[src/rtl/core/atns_pkg.sv]
`timescale 1ns / 1ps

package atns_pkg;

    // Table geometry
    localparam int ALARM_COUNT  = 8;
    localparam int DEVICE_COUNT = 4;
    localparam int SLOT_W       = (ALARM_COUNT > 1) ? $clog2(ALARM_COUNT) : 1;

    // Field widths
    localparam int OP_W   = 2;
    localparam int SL_W   = 8;
    localparam int HOUR_W = 5;
    localparam int MIN_W  = 6;
    localparam int SEC_W  = 6;
    localparam int DEV_W  = 4;

    // Seconds of day: 31*3600 + 63*60 + 63 fits in 17 bits
    localparam int TOD_W = 17;
    // Distance keeps two extra bits so wrapped negatives sort above all
    localparam int DIST_W = TOD_W + 2;

    localparam logic [TOD_W-1:0]  SEC_PER_HOUR = TOD_W'(3600);
    localparam logic [TOD_W-1:0]  SEC_PER_MIN  = TOD_W'(60);
    localparam logic [DIST_W-1:0] DAY_SECONDS  = DIST_W'(86400);

    localparam logic [DEV_W-1:0] DEV_MASK =
        (DEVICE_COUNT >= DEV_W) ? {DEV_W{1'b1}} : DEV_W'((1 << DEVICE_COUNT) - 1);

    // Item operations
    typedef enum logic [OP_W-1:0] {
        OP_ADD      = 2'd0,
        OP_CLEAR    = 2'd1,
        OP_EVENT    = 2'd2,
        OP_RESERVED = 2'd3
    } op_t;

    // One stored alarm (active flag is kept apart in flip-flops)
    typedef struct packed {
        logic              daily;
        logic [DEV_W-1:0]  devices;
        logic [SEC_W-1:0]  second;
        logic [MIN_W-1:0]  minute;
        logic [HOUR_W-1:0] hour;
    } entry_t;

    // Result item
    typedef struct packed {
        logic [DEV_W-1:0]  device_states;
        logic              fired;
        logic [SEC_W-1:0]  second_sec;
        logic [MIN_W-1:0]  second_minute;
        logic [HOUR_W-1:0] second_hour;
        logic              second_valid;
        logic [SEC_W-1:0]  first_second;
        logic [MIN_W-1:0]  first_minute;
        logic [HOUR_W-1:0] first_hour;
        logic              first_valid;
        logic              rejected;
    } result_t;

    // Controller to datapath commands
    typedef struct packed {
        logic capture;
        logic apply;
        logic scan;
        logic publish;
    } ctrl_cmd_t;

    // Datapath to controller status
    typedef struct packed {
        logic rejected;
        logic scan_last;
        logic pipe_busy;
        logic out_free;
    } dp_status_t;

    // Seconds of day from a time
    function automatic logic [TOD_W-1:0] to_seconds(
        input logic [HOUR_W-1:0] h,
        input logic [MIN_W-1:0]  m,
        input logic [SEC_W-1:0]  s
    );
        logic [TOD_W-1:0] hs;
        logic [TOD_W-1:0] ms;
        hs = TOD_W'(h) * SEC_PER_HOUR;
        ms = TOD_W'(m) * SEC_PER_MIN;
        return hs + ms + TOD_W'(s);
    endfunction

endpackage

[src/rtl/core/atns_ctrl.sv]
`timescale 1ns / 1ps

module atns_ctrl (
    input  logic                   aclk,
    input  logic                   aresetn,
    input  logic                   s_tvalid,
    output logic                   s_tready,
    input  atns_pkg::dp_status_t   status,
    output atns_pkg::ctrl_cmd_t    cmd
);
    import atns_pkg::*;

    typedef enum logic [4:0] {
        ST_IDLE  = 5'b00001,
        ST_APPLY = 5'b00010,
        ST_SCAN  = 5'b00100,
        ST_DRAIN = 5'b01000,
        ST_HOLD  = 5'b10000
    } state_t;

    state_t state_reg;
    state_t state_next;

    // Take a new transaction only when idle and out of reset
    assign s_tready = aresetn && (state_reg == ST_IDLE);

    // Next state and commands
    always_comb begin
        state_next  = state_reg;
        cmd         = '0;
        case (state_reg)
            ST_IDLE: begin
                if (s_tvalid && s_tready) begin
                    cmd.capture = 1'b1;
                    state_next  = ST_APPLY;
                end
            end
            ST_APPLY: begin
                cmd.apply  = 1'b1;
                state_next = status.rejected ? ST_HOLD : ST_SCAN;
            end
            ST_SCAN: begin
                cmd.scan = 1'b1;
                if (status.scan_last) begin
                    state_next = ST_DRAIN;
                end
            end
            ST_DRAIN: begin
                if (!status.pipe_busy) begin
                    state_next = ST_HOLD;
                end
            end
            ST_HOLD: begin
                if (status.out_free) begin
                    cmd.publish = 1'b1;
                    state_next  = ST_IDLE;
                end
            end
            default: begin
                state_next = ST_IDLE;
            end
        endcase
    end

    always_ff @(posedge aclk) begin
        if (!aresetn) begin
            state_reg <= ST_IDLE;
        end else begin
            state_reg <= state_next;
        end
    end

endmodule

[src/rtl/core/atns_datapath.sv]
`timescale 1ns / 1ps

module atns_datapath (
    input  logic                        aclk,
    input  logic                        aresetn,
    input  atns_pkg::ctrl_cmd_t         cmd,
    output atns_pkg::dp_status_t        status,
    input  logic [atns_pkg::OP_W-1:0]   in_op,
    input  logic [atns_pkg::SL_W-1:0]   in_slot,
    input  atns_pkg::entry_t            in_entry,
    input  logic [atns_pkg::HOUR_W-1:0] in_now_hour,
    input  logic [atns_pkg::MIN_W-1:0]  in_now_minute,
    input  logic [atns_pkg::SEC_W-1:0]  in_now_second,
    input  logic                        m_tready,
    output logic                        out_valid,
    output atns_pkg::result_t           out_result
);
    import atns_pkg::*;

    // Captured transaction
    op_t               op_reg;
    logic [SLOT_W-1:0] slot_reg;
    logic              reject_reg;
    entry_t            new_entry_reg;
    logic [HOUR_W-1:0] now_hour_reg;
    logic [MIN_W-1:0]  now_minute_reg;
    logic [SEC_W-1:0]  now_second_reg;
    logic [TOD_W-1:0]  now_tod_reg;

    // Table storage
    entry_t                 entry_mem [ALARM_COUNT];
    logic [ALARM_COUNT-1:0] active_reg;

    // Scan pipeline
    logic [SLOT_W-1:0] scan_idx_reg;
    logic              v1_reg;
    logic [SLOT_W-1:0] idx1_reg;
    entry_t            rd_entry_reg;
    logic              rd_active_reg;
    logic              v2_reg;
    logic [SLOT_W-1:0] idx2_reg;
    entry_t            ent2_reg;
    logic [DIST_W-1:0] dist2_reg;
    logic              cand2_reg;
    logic              match2_reg;

    // Working result and running best distances
    result_t           work_reg;
    logic [DIST_W-1:0] dist_a_reg;
    logic [DIST_W-1:0] dist_b_reg;

    // Output register
    logic    out_valid_reg;
    result_t out_reg;

    logic              in_bad;
    logic [TOD_W-1:0]  at_tod;
    logic [DIST_W-1:0] dist1;
    logic              match1;
    logic              is_event;

    assign in_bad = (op_t'(in_op) == OP_RESERVED) ||
                    ((op_t'(in_op) != OP_EVENT) && (in_slot >= SL_W'(ALARM_COUNT)));
    assign is_event = (op_reg == OP_EVENT);

    // Capture the transaction
    always_ff @(posedge aclk) begin
        if (cmd.capture) begin
            op_reg         <= op_t'(in_op);
            slot_reg       <= in_slot[SLOT_W-1:0];
            reject_reg     <= in_bad;
            new_entry_reg  <= in_entry;
            now_hour_reg   <= in_now_hour;
            now_minute_reg <= in_now_minute;
            now_second_reg <= in_now_second;
            now_tod_reg    <= to_seconds(in_now_hour, in_now_minute, in_now_second);
        end
    end

    // Table write port and registered read port
    always_ff @(posedge aclk) begin
        if (cmd.apply && !reject_reg && op_reg == OP_ADD) begin
            entry_mem[slot_reg] <= new_entry_reg;
        end
        if (cmd.scan) begin
            rd_entry_reg <= entry_mem[scan_idx_reg];
        end
    end

    // Active flags: set by add, clear by clear or by a one-shot firing
    always_ff @(posedge aclk) begin
        if (!aresetn) begin
            active_reg <= '0;
        end else begin
            if (cmd.apply && !reject_reg) begin
                if (op_reg == OP_ADD) begin
                    active_reg[slot_reg] <= 1'b1;
                end else if (op_reg == OP_CLEAR) begin
                    active_reg[slot_reg] <= 1'b0;
                end
            end
            if (v2_reg && match2_reg && !ent2_reg.daily) begin
                active_reg[idx2_reg] <= 1'b0;
            end
        end
    end

    // Scan address counter and pipeline valids
    always_ff @(posedge aclk) begin
        if (!aresetn) begin
            scan_idx_reg <= '0;
            v1_reg       <= 1'b0;
            v2_reg       <= 1'b0;
        end else begin
            if (cmd.capture) begin
                scan_idx_reg <= '0;
            end else if (cmd.scan) begin
                scan_idx_reg <= scan_idx_reg + SLOT_W'(1);
            end
            v1_reg <= cmd.scan;
            v2_reg <= v1_reg;
        end
    end

    always_ff @(posedge aclk) begin
        if (cmd.scan) begin
            idx1_reg      <= scan_idx_reg;
            rd_active_reg <= active_reg[scan_idx_reg];
        end
    end

    // Stage 1: distance ahead of now and match against now
    assign at_tod = to_seconds(rd_entry_reg.hour, rd_entry_reg.minute, rd_entry_reg.second);
    always_comb begin
        dist1 = DIST_W'(at_tod) - DIST_W'(now_tod_reg);
        if (at_tod < now_tod_reg) begin
            dist1 = dist1 + DAY_SECONDS;
        end
    end
    assign match1 = rd_active_reg && is_event &&
                    (rd_entry_reg.hour == now_hour_reg) &&
                    (rd_entry_reg.minute == now_minute_reg) &&
                    (rd_entry_reg.second == now_second_reg);

    always_ff @(posedge aclk) begin
        if (v1_reg) begin
            idx2_reg   <= idx1_reg;
            ent2_reg   <= rd_entry_reg;
            dist2_reg  <= dist1;
            match2_reg <= match1;
            // A firing one-shot is already gone when scheduling
            cand2_reg  <= rd_active_reg && !(match1 && !rd_entry_reg.daily);
        end
    end

    // Stage 2: fire and keep the two nearest
    always_ff @(posedge aclk) begin
        if (cmd.capture) begin
            work_reg   <= '0;
            dist_a_reg <= '0;
            dist_b_reg <= '0;
        end else if (cmd.apply) begin
            work_reg.rejected <= reject_reg;
        end else if (v2_reg) begin
            if (match2_reg) begin
                work_reg.fired         <= 1'b1;
                work_reg.device_states <= ent2_reg.devices & DEV_MASK;
            end
            if (cand2_reg) begin
                if (!work_reg.first_valid || dist2_reg < dist_a_reg) begin
                    work_reg.second_valid  <= work_reg.first_valid;
                    work_reg.second_hour   <= work_reg.first_hour;
                    work_reg.second_minute <= work_reg.first_minute;
                    work_reg.second_sec    <= work_reg.first_second;
                    dist_b_reg             <= dist_a_reg;
                    work_reg.first_valid   <= 1'b1;
                    work_reg.first_hour    <= ent2_reg.hour;
                    work_reg.first_minute  <= ent2_reg.minute;
                    work_reg.first_second  <= ent2_reg.second;
                    dist_a_reg             <= dist2_reg;
                end else if (!work_reg.second_valid || dist2_reg < dist_b_reg) begin
                    work_reg.second_valid  <= 1'b1;
                    work_reg.second_hour   <= ent2_reg.hour;
                    work_reg.second_minute <= ent2_reg.minute;
                    work_reg.second_sec    <= ent2_reg.second;
                    dist_b_reg             <= dist2_reg;
                end
            end
        end
    end

    // Output register: hold until taken
    always_ff @(posedge aclk) begin
        if (!aresetn) begin
            out_valid_reg <= 1'b0;
        end else if (cmd.publish) begin
            out_valid_reg <= 1'b1;
        end else if (m_tready) begin
            out_valid_reg <= 1'b0;
        end
    end

    always_ff @(posedge aclk) begin
        if (cmd.publish) begin
            out_reg <= work_reg;
        end
    end

    assign out_valid  = out_valid_reg;
    assign out_result = out_reg;

    assign status.rejected  = reject_reg;
    assign status.scan_last = (scan_idx_reg == SLOT_W'(ALARM_COUNT - 1));
    assign status.pipe_busy = v1_reg | v2_reg;
    assign status.out_free  = !out_valid_reg || m_tready;

endmodule

[src/rtl/core/alarm_table_next_two_scheduler.sv]
`timescale 1ns / 1ps
// An accepted transaction is captured, applied to the table, then scanned one entry per
// cycle through the single memory read port; the scan pipeline drains and the result is
// published to a registered m_tvalid once the output is free. A rejected transaction
// skips the scan. A new transaction is taken only after the previous result is published.
// Reset (aresetn low, synchronous) clears all active flags and both handshakes.

module alarm_table_next_two_scheduler (
    input  logic        aclk,
    input  logic        aresetn,
    input  logic        s_tvalid,
    output logic        s_tready,
    // op
    input  logic [1:0]  s_tuser,
    // slot, alarm_hour, alarm_minute, alarm_second, alarm_devices, daily,
    // now_hour, now_minute, now_second
    input  logic [47:0] s_tdata,
    output logic        m_tvalid,
    input  logic        m_tready,
    // rejected, first_valid, first_hour, first_minute, first_second, second_valid,
    // second_hour, second_minute, second_sec, fired, device_states
    output logic [47:0] m_tdata
);
    import atns_pkg::*;

    ctrl_cmd_t  cmd;
    dp_status_t status;
    entry_t     in_entry;
    result_t    result;

    // Unpack the input transaction
    assign in_entry.hour    = s_tdata[12:8];
    assign in_entry.minute  = s_tdata[18:13];
    assign in_entry.second  = s_tdata[24:19];
    assign in_entry.devices = s_tdata[28:25];
    assign in_entry.daily   = s_tdata[29];

    atns_ctrl u_ctrl (
        .aclk     (aclk),
        .aresetn  (aresetn),
        .s_tvalid (s_tvalid),
        .s_tready (s_tready),
        .status   (status),
        .cmd      (cmd)
    );

    atns_datapath u_datapath (
        .aclk          (aclk),
        .aresetn       (aresetn),
        .cmd           (cmd),
        .status        (status),
        .in_op         (s_tuser),
        .in_slot       (s_tdata[7:0]),
        .in_entry      (in_entry),
        .in_now_hour   (s_tdata[34:30]),
        .in_now_minute (s_tdata[40:35]),
        .in_now_second (s_tdata[46:41]),
        .m_tready      (m_tready),
        .out_valid     (m_tvalid),
        .out_result    (result)
    );

    // Pack the result transaction, lowest field first
    assign m_tdata = {6'b0, result};

endmodule
[config.mk]
export PLATFORM = sky130hd
export DESIGN_NAME = alarm_table_next_two_scheduler
export DESIGN_NICKNAME = d
export VERILOG_FILES = /design/src/rtl/core/atns_pkg.sv /design/src/rtl/core/atns_ctrl.sv /design/src/rtl/core/atns_datapath.sv /design/src/rtl/core/alarm_table_next_two_scheduler.sv
export SDC_FILE = /design/constraint.sdc
export NUM_CORES = 1
export LEC_CHECK = 0
export BUFFER_PORTS_ARGS = -buffer_cell sky130_fd_sc_hd__buf_2
export CELL_PAD_IN_SITES_DETAIL_PLACEMENT = 0
export CELL_PAD_IN_SITES_GLOBAL_PLACEMENT = 1
export CORE_UTILIZATION = 55
export DETAILED_ROUTE_END_ITERATION = 7
export HOLD_SLACK_MARGIN = 0.03
export PLACE_DENSITY_LB_ADDON = 0.3
export REMOVE_ABC_BUFFERS = 1
export SLEW_MARGIN = 5
export SYNTH_ARGS = -nofsm -noshare
export SYNTH_HDL_FRONTEND = slang
export SYNTH_HIERARCHICAL = 1
export SYNTH_SLANG_ARGS = --single-unit
[constraint.sdc]
create_clock -name aclk -period 12.6 [get_ports aclk]
set_input_delay 2.52 -clock aclk [delete_from_list [all_inputs] [get_ports aclk]]
set_output_delay 2.52 -clock aclk [all_outputs]
set_load 0.005 [all_outputs]
==> results.tsv, run 1 <==
stage	metric	value	unit
pwr	vdd_drop_max	0.134	mV
clock_tree	cts-resized-gates	0	
pwr	leakage	8.81	nW
finish	largest_reg_flops	176	
global_routing	track_usage	0.209	
hold_path	min_path_cells	0	
setup_path	required	12.90	ns
logic_synthesis	yosysWarningCount	6	
timing	setup_tns	0	ns
setup_path	r2r_cells	23	
timing	relSlewSlack	0.259	
timing	whs	0.416	ns
global_routing	antenna_found_initial	0	
setup_path	cp-start-kind	flop	
placed_design	port_buffers	96	
timing	drv_slew	0	
clock_tree	cts_hold_buf	0	
setup_path	crit_arrival	7.15	ns
logic_synthesis	synth_edf_count	350	
global_routing	met3_usage	0.0306	
timing	finalSetupViolCount	0	
timing	timing.final.ws_setup	5.75	ns
timing	max_freq	0.146	GHz
routing	drt_first_iter_violations	723	
clock_tree	clock_latency	0.57	ns
floorplanning	dieArea	40100	sq um
logic_synthesis	ys_seq_area_frac	0.578	
routing	detail_route.vias_per_cell	5.56	
finish	stdcell_area	24100	sq um
hold_path	hold_path.class	flop to flop	
logic_synthesis	async_reset_ff_frac	0	
global_routing	gr-usage-met2	0.337	
global_routing	grt_pass1_vias	12200	
finish	fin_nets	1940	
global_routing	grt-ovfl-total	0	
clock_tree	max-clock-path-buffers	3	
clock_tree	cts_root_buf	clkbuf_16	
timing	finalHoldViolations	0	
placed_design	dp_hpwl	26600	microns
placed_design	gp_congestion	0.792	
global_routing	grt_start_max_net_pins	114	
finish	layout-drive-gt1-share	0.157	
timing	worstMarginPinSlew	1.10	ns
routing	firstDrtPassIters	5	
logic_synthesis	avgSynthCellArea	13.5	sq um
routing	drt_wl_total	41700	microns
timing	clock_skew	0.0166	ns
logic_synthesis	synthCells	1606	
floorplanning	core	38700	sq um
routing	remaining_drc_errors	0	
run_status	run_status	completed	
routing	ant_nets	0	
floorplanning	die_x	200	microns
pwr	power	0.00344	W
routing	wl_per_cell	18.5	microns
setup_path	r2r-end	u_datapath/dist2_reg[11]$_DFFE_PP_	
clock_tree	cts_tree	done	
floorplanning	die_y	200	microns
timing	final.min_clock_period	6.85	ns
clock_tree	cts_setup_buffers	0	
clock_tree	cts_buffers	45	
pwr	power.density	143	nW/um^2
logic_synthesis	ys_ff_latch	449	
finish	fillCellCount	2968	
setup_path	cp_max_fo	9	
placed_design	dpl_worst_slack	5.76	ns
hold_path	hp-start	u_datapath/idx1_reg[2]$_DFFE_PP_	
clock_tree	cts_sinks	449	
setup_path	critPathKind	flop to flop	
timing	rsz0062_at_grt	false	
finish	num_antenna_cells	0	
flow_run	cap_violations	0	
setup_path	end_kind	flop	
finish	area_growth	11.4	%
placed_design	dpl_cell_area	22600	sq um
floorplanning	ios	104	
setup_path	r2r_start	u_datapath/rd_entry_reg[5]$_DFFE_PP_	
logic_synthesis	yosysUniqueCellTypes	73	
routing	vias	12500	
global_routing	use_met1	0.297	
logic_synthesis	synth-main-ff-cell	edfxtp_1	
clock_tree	htree_levels	2	
timing	fin_crit_sh	0.543	
logic_synthesis	syn-cell-area	21600	sq um
global_routing	grt_pass1_wl	65600	microns
floorplanning	start_util	0.558	
setup_path	ff2ff_setup_slack	5.75	ns
floorplanning	placementRows	72	
global_routing	top_usage_layer	met2	
hold_path	whs_endpoint	u_datapath/idx2_reg[2]$_DFFE_PP_	
clock_tree	clk_pin_slew	0.06	ns
[Yosys cell counts (35+ instances only)]
library cell	number	area, sq um
a21oi_1	94	470
or4_1	38	285
dfxtp_1	99	1980
nand2_1	98	368
edfxtp_1	350	10500
inv_1	138	518
xnor2_1	52	455
mux2i_1	44	440
mux4_2	46	1040
nor2_1	57	214
ha_1	154	1930
clkbuf_1	35	131
a21o_1	36	270
[worst max path at each step]
stage                                               from                                     end  cells after the start
floorplan             u_datapath/dist2_reg[16]$_DFFE_PP_  u_datapath/dist_b_reg[10]$_SDFFE_PP0P_                     10
global placement    u_datapath/rd_entry_reg[5]$_DFFE_PP_      u_datapath/dist2_reg[10]$_DFFE_PP_                     23
detailed placement                           s_tdata[35]    u_datapath/now_tod_reg[14]$_DFFE_PP_                     16
CTS                 u_datapath/rd_entry_reg[5]$_DFFE_PP_      u_datapath/dist2_reg[10]$_DFFE_PP_                     23
global route        u_datapath/rd_entry_reg[5]$_DFFE_PP_      u_datapath/dist2_reg[11]$_DFFE_PP_                     23
finish              u_datapath/rd_entry_reg[5]$_DFFE_PP_      u_datapath/dist2_reg[11]$_DFFE_PP_                     23
[layer usage]
metal	share of wire	wire length [microns]
met5	0	0
met4	0.019	794
met3	0.055	2290
met2	0.47	19600
met1	0.46	19000
[power breakdown]
part / internal (W) / switching, W / total, W
clock: 0.000749 / 0.000554 / 0.00130
sequential: 0.00164 / 0.0000163 / 0.00166
combinational: 0.000208 / 0.000266 / 0.000474
total: 0.00260 / 0.000837 / 0.00344
[placed cells by master (no fill, tap or decap), types with 5 or more instances in the layout]
cell	count
nor2b_1	6
nor2_4	6
clkinv_1	9
clkbuf_1	9
o21ai_1	33
nor2_1	53
nand3_1	10
nand2b_1	33
xor2_1	29
or4_1	38
dfxtp_1	95
mux4_2	46
nand4_1	7
buf_4	12
or3_1	7
nor3_1	9
mux2_2	23
o21bai_1	13
xnor2_1	52
o21a_1	5
edfxtp_1	350
a211oi_1	7
conb_1	6
ha_1	154
a21oi_1	94
and2_1	7
nor3_2	6
a21o_1	36
inv_1	138
o31ai_1	18
mux2i_1	44
clkbuf_16	46
nand2_1	98
nor4_1	7
clkinv_2	8
o21ai_0	17
buf_2	96
fa_1	31
[final cells by class]
class                           instances  area, sq um  area share
Tap cell                              518          648      0.0269
Timing Repair Buffer                  108          571      0.0237
Clock buffer                           57         1210      0.0504
Sequential cell                       449        12500       0.519
Multi-Input combinational cell        958         8370       0.348
Inverter                              139          522      0.0217
Clock inverter                         26          243      0.0101
[worst max-delay path, cell delays in order (launching register included)]
cell and delay [ns]:
edfxtp_1 0.65, fa_1 0.67, fa_1 0.47, fa_1 0.52, inv_1 0.05, fa_1 0.47, inv_1 0.04, ha_1 0.32
a21oi_1 0.22, o21ai_1 0.09, a21oi_1 0.26, o21ai_0 0.11, a21oi_1 0.18, xnor2_1 0.08, ha_1 0.44, and2_1 0.22
o2111ai_1 0.12, a21oi_1 0.31, o21bai_1 0.10, a21o_1 0.17, a21oi_1 0.49, a21o_1 0.34, nor4_1 0.09, xnor2_1 0.16
[kinds of logic (layout without fill, tap and decap cells)]
family,count (synthesis),in the layout,share of synthesized area
fa+ha+maj,185,185,0.118
simple gates,317,317,0.0772
buf+inv,204,330,0.0387
mux,113,113,0.0803
other cells,1,6,0.000174
flops,449,449,0.578
xor+xnor,81,81,0.0328
compound gates,256,256,0.0746
[metrics by stage]
| stage | cells | utilization |
|---|---|---|
| 4_1_cts | 2255 | 0.621 |
| 5_1_grt | 2255 | 0.621 |
| 6_report | 2255 | 0.621 |
| 2_1_floorplan | 1546 | - |
| 3_5_place_dp | 2172 | 0.583 |
| 3_3_place_gp | 2172 | 0.583 |
No activity file was read; power rests on OpenSTA's default activity.
==> run 2: changes to the inputs <==
- ABC_AREA: not set -> 1
- CORE_UTILIZATION: 55 -> 44
- clock period: 12.6 -> 5.65 ns (I/O delays scaled with it)
==> results.tsv, run 2 <==
stage	metric	value	unit
run_status	run_status	completed	
pwr	leakage	11.2	nW
clock_tree	max-clock-path-buffers	3	
setup_path	crit_buf_inv	5	
logic_synthesis	ys_ff_latch	449	
global_routing	track_usage	0.190	
routing	detail_route.vias_per_cell	4.91	
logic_synthesis	synthCells	2244	
setup_path	path_delay_family	adder cells	
routing	vias	15400	
clock_tree	cts_buffers	49	
floorplanning	die_y	227	microns
timing	finalSetupViolCount	0	
setup_path	required	6.00	ns
finish	stdcell_area	26300	sq um
logic_synthesis	netlist_top_cells_area	edfxtp_1, dfxtp_1, ha_1	
timing	fin_crit_sh	0.983	
finish	final_common_cell	edfxtp_1	
global_routing	grt_start_max_net_pins	93	
timing	timing.final.ws_setup	0.0953	ns
clock_tree	clk_pin_slew	0.06	ns
pwr	power_switching_share	0.277	
global_routing	grt_pass1_wl	76300	microns
logic_synthesis	yosysUniqueCellTypes	51	
logic_synthesis	syn-cell-area	22300	sq um
placed_design	dpl_cell_area	23900	sq um
logic_synthesis	yosysMostFrequentCell	nand2_1	
global_routing	antenna_found_initial	1	
finish	num_antenna_cells	0	
placed_design	dpl_worst_slack	-0.315	ns
finish	final_util	0.525	
global_routing	grt_pass1_vias	14600	
timing	relSlewSlack	0.243	
finish	layout-drive-gt1-share	0.176	
logic_synthesis	ys_seq_area_frac	0.561	
logic_synthesis	avgSynthCellArea	9.92	sq um
timing	finalHoldViolations	0	
logic_synthesis	yosysWarningCount	6	
setup_path	cp_slowest_cell	fa_1	
logic_synthesis	synth_edf_count	350	
setup_path	cp_max_fo	5	
pwr	p_comb_frac	0.199	
timing	rsz0062_at_grt	true	
clock_tree	cts_root_buf	clkbuf_16	
clock_tree	cts_sinks	449	
timing	clock_skew	0.0177	ns
pwr	power.share.clock	0.364	
routing	ant_nets	0	
setup_path	cpPeakStageDelay	0.58	ns
floorplanning	core	50100	sq um
setup_path	critPathKind	flop to flop	
floorplanning	placementRows	82	
clock_tree	cts_tree	done	
logic_synthesis	async_reset_ff_frac	0	
routing	highest_layer	met5	
finish	final_cell_mix	edfxtp_1, nor2_1, nand2_1, inv_1, o21ai_0	
hold_path	hold_path.class	flop to flop	
setup_path	cp-start-kind	flop	
routing	drt_wl_total	48900	microns
floorplanning	die_x	227	microns
logic_synthesis	synth-main-ff-cell	edfxtp_1	
setup_path	ff2ff_setup_slack	0.1	ns
pwr	power.density	330	nW/um^2
pwr	vdd_drop_max	0.252	mV
routing	wl_met3	1930	microns
timing	max_freq	0.180	GHz
global_routing	grt-ovfl-total	0	
routing	remaining_drc_errors	0	
timing	final.min_clock_period	5.55	ns
setup_path	crit_path_frequent_cell	nand2_1	
pwr	pwr-share-seq	0.437	
routing	wl_per_cell	15.6	microns
finish	fin_nets	2663	
logic_synthesis	synth_top_area_cell	edfxtp_1	
flow_run	cap_violations	0	
routing	wl_met1	23300	microns
clock_tree	htree_levels	2	
setup_path	end_kind	flop	
routing	firstDrtPassIters	5	
floorplanning	dieArea	51500	sq um
logic_synthesis	synth_top_area_frac	0.472	
pwr	power	0.00869	W
routing	wl_met2	22400	microns
clock_tree	clock_latency	0.60	ns
placed_design	dp_hpwl	31900	microns
logic_synthesis	synth_commonest_cells	nand2_1, nor2_1, edfxtp_1, inv_1, o21ai_0	
finish	largest_reg_flops	176	
placed_design	gp_congestion	0.876	
setup_path	crit_arrival	5.90	ns
timing	worstMarginPinSlew	1.13	ns
timing	drv_slew	0	
pwr	power.switching	0.00241	W
pwr	p_int	0.00628	W
placed_design	port_buffers	96	
floorplanning	start_util	0.444	
finish	area_growth	18.2	%
floorplanning	ios	104	
routing	drt_first_iter_violations	1002	
==> run 2: power by group through the flow <==
stage | sequential (W) | clock (W) | combinational, W
after floorplan | 0.00385 | 0 | 0.00102
after global placement | 0.00386 | 0 | 0.00145
after detailed placement | 0.00386 | 0 | 0.00146
after CTS | 0.00379 | 0.00324 | 0.00157
after global routing | 0.00380 | 0.00336 | 0.00196
final | 0.00379 | 0.00316 | 0.00173
==> run 2: timing repair <==
| action | CTS | global route |
|---|---|---|
| hold buffers | 0 | 0 |
| endpoints found under the hold margin | 0 | 0 |
| gates resized for setup | 58 | 95 |
| pin swaps | 28 | 80 |
| setup endpoints to repair | 12 | 12 |
| buffers inserted | 12 | 8 |
==> run 2: per-layer routing <==
layer / up-vias / track usage
met5: - / 0
met4: 2 / 0.0665
met3: 82 / 0.0257
met2: 281 / 0.308
met1: 7189 / 0.261
li1: 7850 / -
==> run 2: worst paths after layout <==
check | start | endpoint | depth (start not counted)
max reg2reg | u_datapath/rd_entry_reg[7]$_DFFE_PP_ | u_datapath/dist2_reg[16]$_DFFE_PP_ | 29
max | u_datapath/rd_entry_reg[7]$_DFFE_PP_ | u_datapath/dist2_reg[16]$_DFFE_PP_ | 29
min reg2reg | u_datapath/idx1_reg[0]$_DFFE_PP_ | u_datapath/idx2_reg[0]$_DFFE_PP_ | 0
min | u_datapath/idx1_reg[0]$_DFFE_PP_ | u_datapath/idx2_reg[0]$_DFFE_PP_ | 0
==> run 2: worst register-to-register path, delay by kind of cell, from the launching register on <==
kind            cells  cell delay (ns)
fa+ha+maj           6             2.73
compound gates      3             0.43
buf+inv             5             0.45
simple gates       14             1.00
flops               1             0.52
xor+xnor            1             0.20
==> run 2: cell type report <==
type / count / area, sq um
Fill cell: 4485 / 23800
Clock buffer: 55 / 1270
Inverter: 272 / 1020
Sequential cell: 449 / 12500
Timing Repair Buffer: 196 / 1250
Multi-Input combinational cell: 1456 / 9090
Tap cell: 672 / 841
Clock inverter: 37 / 344
==> run 2: kinds of logic (layout without fill, tap and decap cells) <==
family | Yosys count | in the layout | share of synthesized area
other | 1 | 6 | 0.000169
buffers and inverters | 344 | 560 | 0.0607
XOR/XNOR | 62 | 62 | 0.0244
AO/OA/AOI/OAI | 347 | 347 | 0.0841
AND/OR/NAND/NOR | 856 | 856 | 0.155
adder cells (fa/ha/maj) | 185 | 185 | 0.114
flip-flops | 449 | 449 | 0.561
==> run 2: stage by stage <==
stage               std cells  TNS, ns  hold slack (ns)
global placement         3025    -1.73            0.404
floorplan                2177  -309.50            0.400
CTS                      3129        0            0.426
global route             3137   -0.901            0.431
detailed placement       3025    -2.99            0.405
finish                   3137        0            0.424
==> run 3: changes to the inputs <==
- MAX_ROUTING_LAYER: not set -> met4
- PLACE_DENSITY_LB_ADDON: 0.3 -> 0.1
==> results.tsv, run 3 (synthesized netlist as in run 2, its figures left out) <==
stage	metric	value	unit
run_status	run_status	finished with violations	
run_status	failed_checks	design-rule violations	
placed_design	gp_congestion	0.836	
setup_path	end_kind	flop	
finish	num_antenna_cells	0	
floorplanning	core	50100	sq um
clock_tree	clock_latency	0.58	ns
routing	ant_nets	0	
routing	vias	15600	
routing	drt_first_iter_violations	1028	
routing	remaining_drc_errors	1	
finish	final_util	0.528	
routing	drt_wl_total	50400	microns
setup_path	cp_slowest_cell	fa_2	
setup_path	cpPeakStageDelay	0.56	ns
timing	setup_tns	0	ns
setup_path	critPathLaunch	u_datapath/rd_entry_reg[7]$_DFFE_PP_	
global_routing	antenna_found_initial	3	
placed_design	port_buffers	96	
setup_path	required	5.98	ns
hold_path	hp-start	u_datapath/idx1_reg[0]$_DFFE_PP_	
flow_run	cap_violations	0	
clock_tree	cts_hold_buf	0	
finish	fin_nets	2674	
timing	worstMarginPinSlew	1.18	ns
setup_path	crit_arrival	5.86	ns
timing	finalHoldViolations	0	
setup_path	path_delay_family	adder cells	
floorplanning	placementRows	82	
routing	detail_route.vias_per_cell	4.96	
hold_path	hold_path.class	flop to flop	
setup_path	crit_buf_inv	8	
pwr	power.density	330	nW/um^2
setup_path	ff2ff_setup_slack	0.11	ns
placed_design	dpl_worst_slack	-0.423	ns
placed_design	place_inst	3032	
setup_path	r2r_start	u_datapath/rd_entry_reg[7]$_DFFE_PP_	
timing	drv_slew	0	
finish	fillCellCount	4590	
global_routing	grt_start_max_net_pins	81	
finish	layout-drive-gt1-share	0.184	
pwr	power	0.00872	W
finish	final_common_cell	edfxtp_1	
global_routing	grt_pass1_vias	14500	
clock_tree	cts_tree	done	
global_routing	grt_pass1_wl	78400	microns
timing	rsz0062_at_grt	true	
setup_path	cp-start-kind	flop	
routing	wl_per_cell	16.0	microns
clock_tree	cts_sinks	449	
pwr	leakage	11.2	nW
finish	seq_area	12500	sq um
finish	stdcell_count	3146	
floorplanning	die_x	227	microns
clock_tree	clk_pin_slew	0.06	ns
global_routing	grt-ovfl-total	0	
setup_path	crit_path_frequent_cell	nand2_1	
timing	final.min_clock_period	5.54	ns
routing	firstDrtPassIters	7	
finish	largest_reg_flops	176	
floorplanning	ios	104	
placed_design	dp_hpwl	32800	microns
clock_tree	cts_buffers	48	
timing	timing.final.ws_setup	0.113	ns
setup_path	critPathKind	flop to flop	
finish	area_growth	18.8	%
timing	relSlewSlack	0.210	
timing	fin_crit_sh	0.980	
floorplanning	dieArea	51500	sq um
setup_path	cp_max_fo	4	
timing	max_freq	0.181	GHz
clock_tree	max-clock-path-buffers	3	
finish	final_cell_mix	edfxtp_1, nor2_1, nand2_1, inv_1, o21ai_0	
pwr	vdd_drop_max	0.277	mV
global_routing	track_usage	0.203	
timing	finalSetupViolCount	0	
timing	clock_skew	0.0180	ns
clock_tree	cts_root_buf	clkbuf_16	
floorplanning	start_util	0.444	
finish	multiInputGateArea	9150	sq um
floorplanning	die_y	227	microns
clock_tree	htree_levels	2	
-- run 3: cell types whose count changed in the layout (fill, tap and decap cells not counted), moves of 4 or more --
cell and change:
buf_4 +13, clkbuf_1 +5, inv_1 -5, nand2_1 -5, nand2_2 +5, a21oi_1 -4, a21oi_2 +4, clkinv_1 -4
inv_2 +4, nand3_1 +4, nand3_2 -4
-- run 3: worst reg2reg max path: cells and delay by family, from the launching register on --
kind,cells,cell delay [ns]
buf+inv,8,0.70
fa+ha+maj,7,2.86
compound gates,2,0.23
xor+xnor,1,0.15
simple gates,13,0.95
flops,1,0.39
-- run 3: path summary, 6_finish.rpt --
path                                             end  depth (start not counted)
hold reg to reg     u_datapath/idx2_reg[0]$_DFFE_PP_                          0
setup reg to reg  u_datapath/dist2_reg[15]$_DFFE_PP_                         31
hold / removal      u_datapath/idx2_reg[0]$_DFFE_PP_                          0
setup / recovery  u_datapath/dist2_reg[15]$_DFFE_PP_                         31
-- run 3: power breakdown --
part	internal, W	switching [W]	total [W]
logic	0.000761	0.00104	0.00180
clock network	0.00183	0.00129	0.00313
registers	0.00373	0.0000613	0.00379
total	0.00633	0.00239	0.00872
-- run 3: routing by layer --
| metal | GRT usage | vias up | wire, microns |
|---|---|---|---|
| met5 | - | - | 0 |
| met4 | 0.0508 | 0 | 1010 |
| met3 | 0.0241 | 65 | 2330 |
| met2 | 0.308 | 305 | 22900 |
| met1 | 0.287 | 7354 | 24200 |
| li1 | - | 7872 | - |
-- run 3: metrics by stage --
| step | hold WS (ns) | cell area (sq um) |
|---|---|---|
| after floorplan | 0.400 | 21900 |
| after global placement | 0.403 | 24000 |
| after detailed placement | 0.405 | 24000 |
| after CTS | 0.419 | 25900 |
| after global routing | 0.439 | 26400 |
| final | 0.419 | 26400 |
-- run 3: cell type report --
type | count | area share
clock inverters | 27 | 0.0104
flip-flops and latches | 449 | 0.473
repair buffers | 208 | 0.0504
inverters | 272 | 0.0388
multi-input cells | 1456 | 0.346
well taps | 672 | 0.0318
clock buffers | 62 | 0.0497
-- run 3: repair_timing --
action                                  CTS  global route
endpoints found under the setup margin   12            12
gates resized for setup                  49           119
cloned                                    0             0
endpoints found under the hold margin     0             0
setup buffers                             8            17
pin swaps                                24            85
